## src/rtl/ppm_pkg.sv

```systemverilog
// Shared types and constants for the projective point map pipeline.
// No dependencies; used by the divider stage and the top level.
package ppm_pkg;

	localparam int COEF_W         = 48;
	localparam int DIM_W          = 13;
	localparam int OUT_W          = 16;
	localparam int QUOT_BITS      = 16;
	localparam int Q_W            = QUOT_BITS + 1;
	localparam int FAR_LIMIT_BITS = 40;
	localparam int SCALE_BITS     = 20;
	localparam int FP_W           = FAR_LIMIT_BITS + SCALE_BITS;
	localparam int APB_AW         = 3;
	localparam int APB_DW         = 32;

	localparam logic [SCALE_BITS-1:0] INF_SCALE  = 20'd1000000;
	localparam logic [Q_W-1:0]        SAT_MAG    = 17'h10000;
	localparam logic [DIM_W-1:0]      COLS_RESET = 13'd1280;
	localparam logic [DIM_W-1:0]      ROWS_RESET = 13'd960;

	// register index taken from paddr[2]
	localparam logic REG_COLS = 1'b0;
	localparam logic REG_ROWS = 1'b1;

	typedef struct packed {
		logic neg_c;    // column result is negative
		logic neg_r;    // row result is negative
		logic skip_c;   // column magnitude already final
		logic skip_r;   // row magnitude already final
		logic far;      // w was zero
		logic uv_zero;  // u and v both zero
	} ppm_flags_t;

endpackage

```

## src/rtl/ppm_div_stage.sv

```systemverilog
// One restoring-division step for the column and row quotients.
// Depends on ppm_pkg for the flag struct and quotient width.
module ppm_div_stage import ppm_pkg::*; #(
	parameter int MAG_W = 63,
	parameter int SHIFT = 15
) (
	input  logic             clk,
	input  logic             arst_n,
	input  logic             en,
	input  logic             in_valid,
	input  logic [MAG_W-1:0] in_rem_u,
	input  logic [MAG_W-1:0] in_rem_v,
	input  logic [MAG_W-1:0] in_div,
	input  logic [Q_W-1:0]   in_q_c,
	input  logic [Q_W-1:0]   in_q_r,
	input  ppm_flags_t       in_flags,
	output logic             out_valid,
	output logic [MAG_W-1:0] out_rem_u,
	output logic [MAG_W-1:0] out_rem_v,
	output logic [MAG_W-1:0] out_div,
	output logic [Q_W-1:0]   out_q_c,
	output logic [Q_W-1:0]   out_q_r,
	output ppm_flags_t       out_flags
);

	localparam int EXT_W = MAG_W + SHIFT;

	logic             valid_q;
	logic [MAG_W-1:0] rem_u_q, rem_v_q, div_q;
	logic [Q_W-1:0]   q_c_q, q_r_q;
	ppm_flags_t       flags_q;

	logic [EXT_W-1:0] dsh, ru_ext, rv_ext, du, dv;
	logic             fit_u, fit_v;
	logic [MAG_W-1:0] rem_u_nx, rem_v_nx;
	logic [Q_W-1:0]   q_c_nx, q_r_nx;
	logic [Q_W-1:0]   bit_mask;

	always_comb begin
		dsh      = EXT_W'(in_div) << SHIFT;
		ru_ext   = EXT_W'(in_rem_u);
		rv_ext   = EXT_W'(in_rem_v);
		du       = ru_ext - dsh;
		dv       = rv_ext - dsh;
		fit_u    = !in_flags.skip_c && (ru_ext >= dsh);
		fit_v    = !in_flags.skip_r && (rv_ext >= dsh);
		bit_mask = Q_W'(1) << SHIFT;
		rem_u_nx = fit_u ? du[MAG_W-1:0] : in_rem_u;
		rem_v_nx = fit_v ? dv[MAG_W-1:0] : in_rem_v;
		q_c_nx   = fit_u ? (in_q_c | bit_mask) : in_q_c;
		q_r_nx   = fit_v ? (in_q_r | bit_mask) : in_q_r;
	end

	always_ff @(posedge clk or negedge arst_n) begin
		if (!arst_n) begin
			valid_q <= 1'b0;
		end else if (en) begin
			valid_q <= in_valid;
		end
	end

	always_ff @(posedge clk) begin
		if (en) begin
			rem_u_q <= rem_u_nx;
			rem_v_q <= rem_v_nx;
			div_q   <= in_div;
			q_c_q   <= q_c_nx;
			q_r_q   <= q_r_nx;
			flags_q <= in_flags;
		end
	end

	assign out_valid = valid_q;
	assign out_rem_u = rem_u_q;
	assign out_rem_v = rem_v_q;
	assign out_div   = div_q;
	assign out_q_c   = q_c_q;
	assign out_q_r   = q_r_q;
	assign out_flags = flags_q;

endmodule

```

## config.mk

```make
export PLATFORM = sky130hd
export DESIGN_NAME = ppm_div_stage
export DESIGN_NICKNAME = d
export VERILOG_FILES = /design/src/rtl/ppm_pkg.sv /design/src/rtl/ppm_div_stage.sv
export SDC_FILE = /design/constraint.sdc
export NUM_CORES = 1
export LEC_CHECK = 0
export BUFFER_PORTS_ARGS = -buffer_cell sky130_fd_sc_hd__clkbuf_2
export CORE_ASPECT_RATIO = 0.5
export CORE_UTILIZATION = 52
export DETAILED_ROUTE_END_ITERATION = 10
export PLACE_DENSITY = 0.79
export SLEW_MARGIN = 20
export SYNTH_ARGS = -nofsm -noshare
export SYNTH_HDL_FRONTEND = slang
export SYNTH_SLANG_ARGS = --single-unit
```

## constraint.sdc

```tcl
create_clock -name clk -period 0.95 [get_ports clk]
set_clock_uncertainty 0.1 [all_clocks]
set_input_delay 0.19 -clock clk [delete_from_list [all_inputs] [get_ports clk]]
set_output_delay 0.19 -clock clk [all_outputs]
set_load 0.03 [all_outputs]
```

==> results of run 1 <==
-- cells by family after synthesis --
kind of cell | count (synthesis)
AOI/OAI and AO/OA | 319
DFF | 230
muxes | 95
xor gates and xnor gates | 87
buffers and inverters | 117
and+or+nand+nor | 295
adders and majority gates | 98
-- stage by stage --
step,setup WS (ns),std cells,TNS [ns],area (um2),utilization (%)
after floorplan,-2.03,1241,-189.95,14700,-
after global placement,-2.44,2457,-252.14,20600,77.2
after detailed placement,-2.51,2457,-261.25,20600,77.2
-- cell usage after synthesis (9+ instances only) --
cell type  count  area (um2)
and3_1         9        56.3
nand2b_1      10        62.6
a31oi_1       11        68.8
edfxtp_1     229        6880
o21a_1        11        82.6
inv_1         74         278
nand2_1       85         319
nor4_1        13        81.3
nor3_1        25         125
a21oi_1      120         601
nor2_1        52         195
nand3_1       27         135
mux2_4        44         661
nor2b_1       14        87.6
ha_1          96        1200
a21o_1        40         300
clkbuf_1      22        82.6
o21bai_1      15         113
xnor2_1       57         499
xor2_1        30         263
o21ai_0       55         275
nand4_1       26         163
mux2_2        46         518
==> results by stage, run 1 <==
Placed design:
- In this run the tool buffered the top-level ports with 462 buffer cells.
- The HPWL after detailed placement is 40100 um.
- The final weighted congestion in routability-driven placement is 1.03.

Logic synthesis:
- The number of synthesized register bits is 230.
- The sequential share of the synthesized area is 48.6%.
- The main combinational cell family by area after synthesis is compound AO/OA/AOI/OAI gates.
- Yosys printed 0 warnings.
- The count of distinct cell types in the synthesized netlist is 78.
- After Yosys synthesis, and, or, nand and nor cells account for a little over a tenth of the synthesized area.
- Synthesis handed over a netlist of between 1000 and 1500 instances.
- The leading register cell type out of synthesis is edfxtp_1.
- The mux share of post-synthesis cell area is 8.65%.
- The parity-gate share of the synthesized area counting xor and xnor cells is 5.37%.
- The number of synthesized flops with an enable pin is 229.
- Of all flip-flops after synthesis, the portion carrying an async set or reset was 0.435%.
- The post-synthesis compound-gate area fraction is between 10 and 15%.
- The share of synthesized cell area in full adder, half adder and majority cells is 8.74%.
- The average size of a mapped cell is 11.4 um2.
- Summing every instance area after synthesis gives between 10000 and 15000 um2.
- The post-synthesis net count is 1572.

CTS:
- For this design, the CTS-stage hold fixing added 199 buffers.
- The setup fix buffers added after clock tree synthesis is 27.
- The quantity of gates resized following cts is between 500 and 600.
- The number of clock sinks is 230.
- The clock tree buffer depth is 3.
- CTS built an H-tree with a depth of 1.
- The total clock buffers created by CTS is 22.
- In this run the clock root is driven by a clkbuf_16.

Die:
- In this run the horizontal extent of the chip is 236 um.
- The boundary pin count is ~460.
- The cell row count is 42.
- In this run the vertical extent of the chip is between 100 and 150 um.
- The initial utilization of the core area, before any placement, comes to 53.3%.

Outcome:
- The flow stopped in clock tree synthesis (4_1_cts).
- The run stopped with a tool error.
- The first error in the log reads "[ERROR DPL-0033] detailed placement checks failed during check placement".
==> inputs of run 2 (changes only) <==
--- a/config.mk
+++ b/config.mk
@@ -6,10 +6,9 @@
 export NUM_CORES = 1
 export LEC_CHECK = 0
 export BUFFER_PORTS_ARGS = -buffer_cell sky130_fd_sc_hd__clkbuf_2
-export CORE_ASPECT_RATIO = 0.5
-export CORE_UTILIZATION = 52
+export CORE_UTILIZATION = 40
 export DETAILED_ROUTE_END_ITERATION = 10
-export PLACE_DENSITY = 0.79
+export PLACE_DENSITY_LB_ADDON = 0.15
 export SLEW_MARGIN = 20
 export SYNTH_ARGS = -nofsm -noshare
 export SYNTH_HDL_FRONTEND = slang
==> run 2 against run 1 <==
The flow now finishes, with violations (negative hold slack, negative setup slack); area after synthesis stayed put; synthesized cell count is the same.
==> results by stage, run 2 <==
Outcome:
- The flow ran to the end, but the final reports show violations.
- The checks that failed: negative hold slack, negative setup slack.

CTS:
- The clock slew at the register clock pins of the worst setup and hold paths is 0.06 ns.
- The later pin in the worst-skew pair is clocked with a latency of about 0.56 ns.
- The depth of the CTS H-tree is 1 (unchanged).
- The total clock buffers created by CTS is 27 (+23%).
- The number of clock sinks is 230 (unchanged).
- The clock tree buffer depth is 3 (unchanged).
- The CTS tree is done.
- The root buffer cell is clkbuf_16.

Placed design:
- The half-perimeter wire length after placement came to 39000 um (-2.9%).
- The final weighted congestion in routability-driven placement is 0.921 (-11%).
- The post-place instance area is 20600 um2 (about the same).
- The port buffer count is 462 (unchanged).
- The cell total after placement was 2540 (+3.4%).

Power:
- The switching power share of the total is 31.4%.
- Per report_power, the clock group accounts for 29.7% of the total.
- Summing internal, switching and leakage power gives 36900 uW.
- The part of the total power dissipated in combinational logic is a little over a third.
- The power per unit of standard cell area is roughly 1300 nW/um2.
- The net switching power figure is between 10000 and 15000 uW.
- Sequential cells account for 34.0% of the total power.
- The internal power contribution is between 20000 and 30000 uW.
- The worst IR drop on VDD is 1550 uV.
- The total leakage power is approximately 0.012 uW.

Timing:
- The hold violation total from the final report was 12.
- Setup repair after global routing could not meet its margin everywhere.
- Derived from the worst setup path, the maximum achievable clock frequency is 345 MHz.
- The max-slew violation total from the final report is 0.
- Setup violations remaining at the end of the flow were counted as 332.
- The smallest hold slack is -0.0752 ns.
- The final worst slack is -1.94 ns.
- At the pin with the least slew margin, the transition time is 0.477 ns.
- The final setup TNS is -279.80 ns.
- The minimum clock period after layout is 2.89 ns.
- The worst path uses 305% of the clock period.
- The tightest slew margin relative to the limit is between 60% and 70%.

Logic synthesis:
- The most instantiated library cell after synthesis is edfxtp_1.
- The gate count after technology mapping came to 1241 (unchanged).
- The post-synthesis net count is 1572 (unchanged).
- The commonest cells after synthesis are edfxtp_1 (229), a21oi_1 (120), ha_1 (96).
- The combined area of all synthesized cells was 14200 um2 (unchanged).
- The share of async-settable or async-resettable flops after synthesis is 0.435% (unchanged).
- Ranked by total cell area, the synthesized netlist is headed by edfxtp_1 (48%), ha_1 (8.5%), mux2_4 (4.7%), a21oi_1 (4.2%), mux2_2 (3.6%).
- The area share of the largest cell type after synthesis is 48.4% (unchanged).
- The sequential share of the synthesized area is 48.6% (unchanged).
- The average size of a mapped cell came to 11.4 um2 (unchanged).
- The cell taking the most area after synthesis is edfxtp_1.
- The count of distinct cell types in the synthesized netlist was 78 (unchanged).
- The number of synthesis warnings is 0 (unchanged).
- The most used flip-flop cell after synthesis is edfxtp_1.
- The number of synthesized flops with an enable pin came to 229 (unchanged).
- The number of synthesized register bits is 230 (unchanged).

Worst setup path:
- The startpoint identified for the worst register-to-register timing path is out_valid.
- The number of cells on the worst reg-to-reg path is 1.
- The signal on the critical path passes through clkbuf_2 -> inv_2 -> ha_4 -> buf_4 -> nand3b_1 -> a21oi_2 -> o211ai_1 -> nand2_2 -> o22ai_4 -> o31ai_4 -> a221oi_4 -> a211oi_2 -> nor2_4 -> buf_12 -> buf_12 -> buf_16 -> mux2_4.
- The worst setup path startpoint is in_rem_v[15].
- STA classifies the critical path startpoint as an input port.
- The worst reg2reg path endpoint is out_valid.
- The dominant cell type by count on the critical path is buf_12.
- STA puts the critical path data required time at 1.16 ns.
- In this run the worst path has a maximum fanout of 6.
- Setup slack on the worst reg-to-reg path comes out at 0.06 ns.
- Data on the critical path arrives at its endpoint at 3.10 ns.
- The setup path with the least slack is of type input port to flop.
- The cell with the largest stage delay on the worst path is a211oi_2.
- The largest stage delay on the critical path is 0.34 ns.
- The critical path capture point type is a flop.

Min path:
- Along the worst hold path, the cell count comes to 3.
- The hold path startpoint is in_rem_u[51].
- The type of the most critical hold path is input port to flop.
- The path with the worst hold slack has its endpoint at out_rem_u[51].

Cells and area:
- The number of standard cells in the final layout excluding fillers is around 2900.
- In the layout the commonest cells are buf_4 (432), edfxtp_1 (229), dlygate4sd3_1 (216).
- Relative to the synthesized area, the layout overhead comes to 93.3%.
- After filler insertion, the fill cell instance count of the layout stands at 2124.
- The final standard cell area without fillers is ~27000 um2.
- The share of post-route cells with drive strength above 1 is 53.2%.
- The library cell used most frequently in the layout, excluding fill and tap cells, is buf_4.
- The post-layout net count is 2716.

Die:
- The overall die height is 190 um (+60%).
- The boundary pin count came to 463 (unchanged).
- The die area is 36300 um2.
- The width of the die is 190 um (-19%).
- The initial core utilization is 40.9% (-12 points).
- The floorplan step defined a core boundary enclosing roughly 35000 um2.
- The cell row count is 68 (+62%).

Route:
- The per-cell routed wire length is approximately 20 um.
- The first routing iteration left 833 violations.
- In the routed layout, each cell is associated on average with a via count of ~5.2.
- The routed layout has 14761 vias.
- In this run the remaining antenna-violating nets after routing total 0.
- The iteration count of the initial detailed-routing pass is 5.
- The routed wire length is 58900 um.
- The detailed-route DRC error count is 0.

GRT:
- The via count of the first global-routing pass is 15151.
- The global routing usage summed across all routing layers is a little under 30%.
- Entering global routing, the biggest net connects 34 pins.
- The wire length of the first global-routing pass is a little over 80000 um.
- The total global routing overflow is 0.
- The number of antenna violations at the first check in global routing was 3.

Job:
- The reported max-cap violation count is 0.
==> run 2: cell counts after synthesis <==
Identical to the previous run, type by type.
==> run 2: how the worst max path moves through the flow <==
stage                          endpoint  slack [ns]  depth (start not counted)
final                     out_rem_v[36]       -1.94                         17
after global routing      out_rem_v[37]       -2.02                         17
after CTS                 out_rem_v[36]       -1.87                         16
after detailed placement  out_rem_v[42]       -2.59                         16
after global placement    out_rem_v[33]       -2.52                         16
after floorplan           out_rem_v[34]       -2.03                         14
==> run 2: repair_timing <==
action                                  4_1_cts  5_1_grt
hold buffers                                216        1
pin swaps                                    33       89
endpoints found under the setup margin      328      332
setup buffers                                36       27
hold endpoints to repair                    229       17
resized for setup                           531      294
gates cloned                                  7        2
==> run 2: layout make-up <==
class,instances,area (um2),share of cell area [%]
timing repair buffer,1158,10600,38.7
multi-input combinational,894,8080,29.4
sequential,230,6900,25.1
clock buffer,28,679,2.47
tap,455,569,2.07
inverter,74,345,1.26
clock inverter,22,241,0.880
antenna,1,2.50,0.00912
==> run 2: power by group through the flow <==
stage          Clock, uW  Combinational, uW  Sequential [uW]
2_1_floorplan          0               3900            14100
3_3_place_gp           0              10100            12500
3_5_place_dp           0              10200            12500
4_1_cts            11000              12300            12400
5_1_grt            11400              14100            12600
6_report           11000              13400            12500
==> run 2: stage by stage <==
step	worst slack [ns]	utilization [%]
detailed placement	-2.59	59.2
CTS	-1.87	76.2
global route	-2.02	79.1
global placement	-2.52	59.2
finish	-1.94	79.1
floorplan	-2.03	-
==> run 2: logic make-up (layout without fill, tap and decap cells) <==
kind of cell / Yosys count / count (layout) / synth area share, %
AND/OR/NAND/NOR: 295 / 295 / 10.4
AO/OA/AOI/OAI: 319 / 319 / 14.4
XOR/XNOR: 87 / 87 / 5.37
flip-flops: 230 / 230 / 48.6
adder cells (fa/ha/maj): 98 / 98 / 8.74
multiplexers: 95 / 95 / 8.65
other: 0 / 1 / 0
buffers and inverters: 117 / 1282 / 3.81
==> run 2: per-layer routing <==
layer,share of wire [%],GRT usage [%],vias to the layer above
met4,3.5,11.5,2
li1,-,-,6972
met5,0.017,0,-
met2,50,53.0,577
met1,39,34.9,7098
met3,7.0,5.56,112
==> run 2: worst max-delay path, delay by kind of cell <==
kind,cells,cell delay (ns)
AO/OA/AOI/OAI,6,1.28
adder cells (fa/ha/maj),1,0.16
buffers and inverters,6,0.67
multiplexers,1,0.30
AND/OR/NAND/NOR,3,0.47
Note: power is estimated with default switching activity, not from simulation.
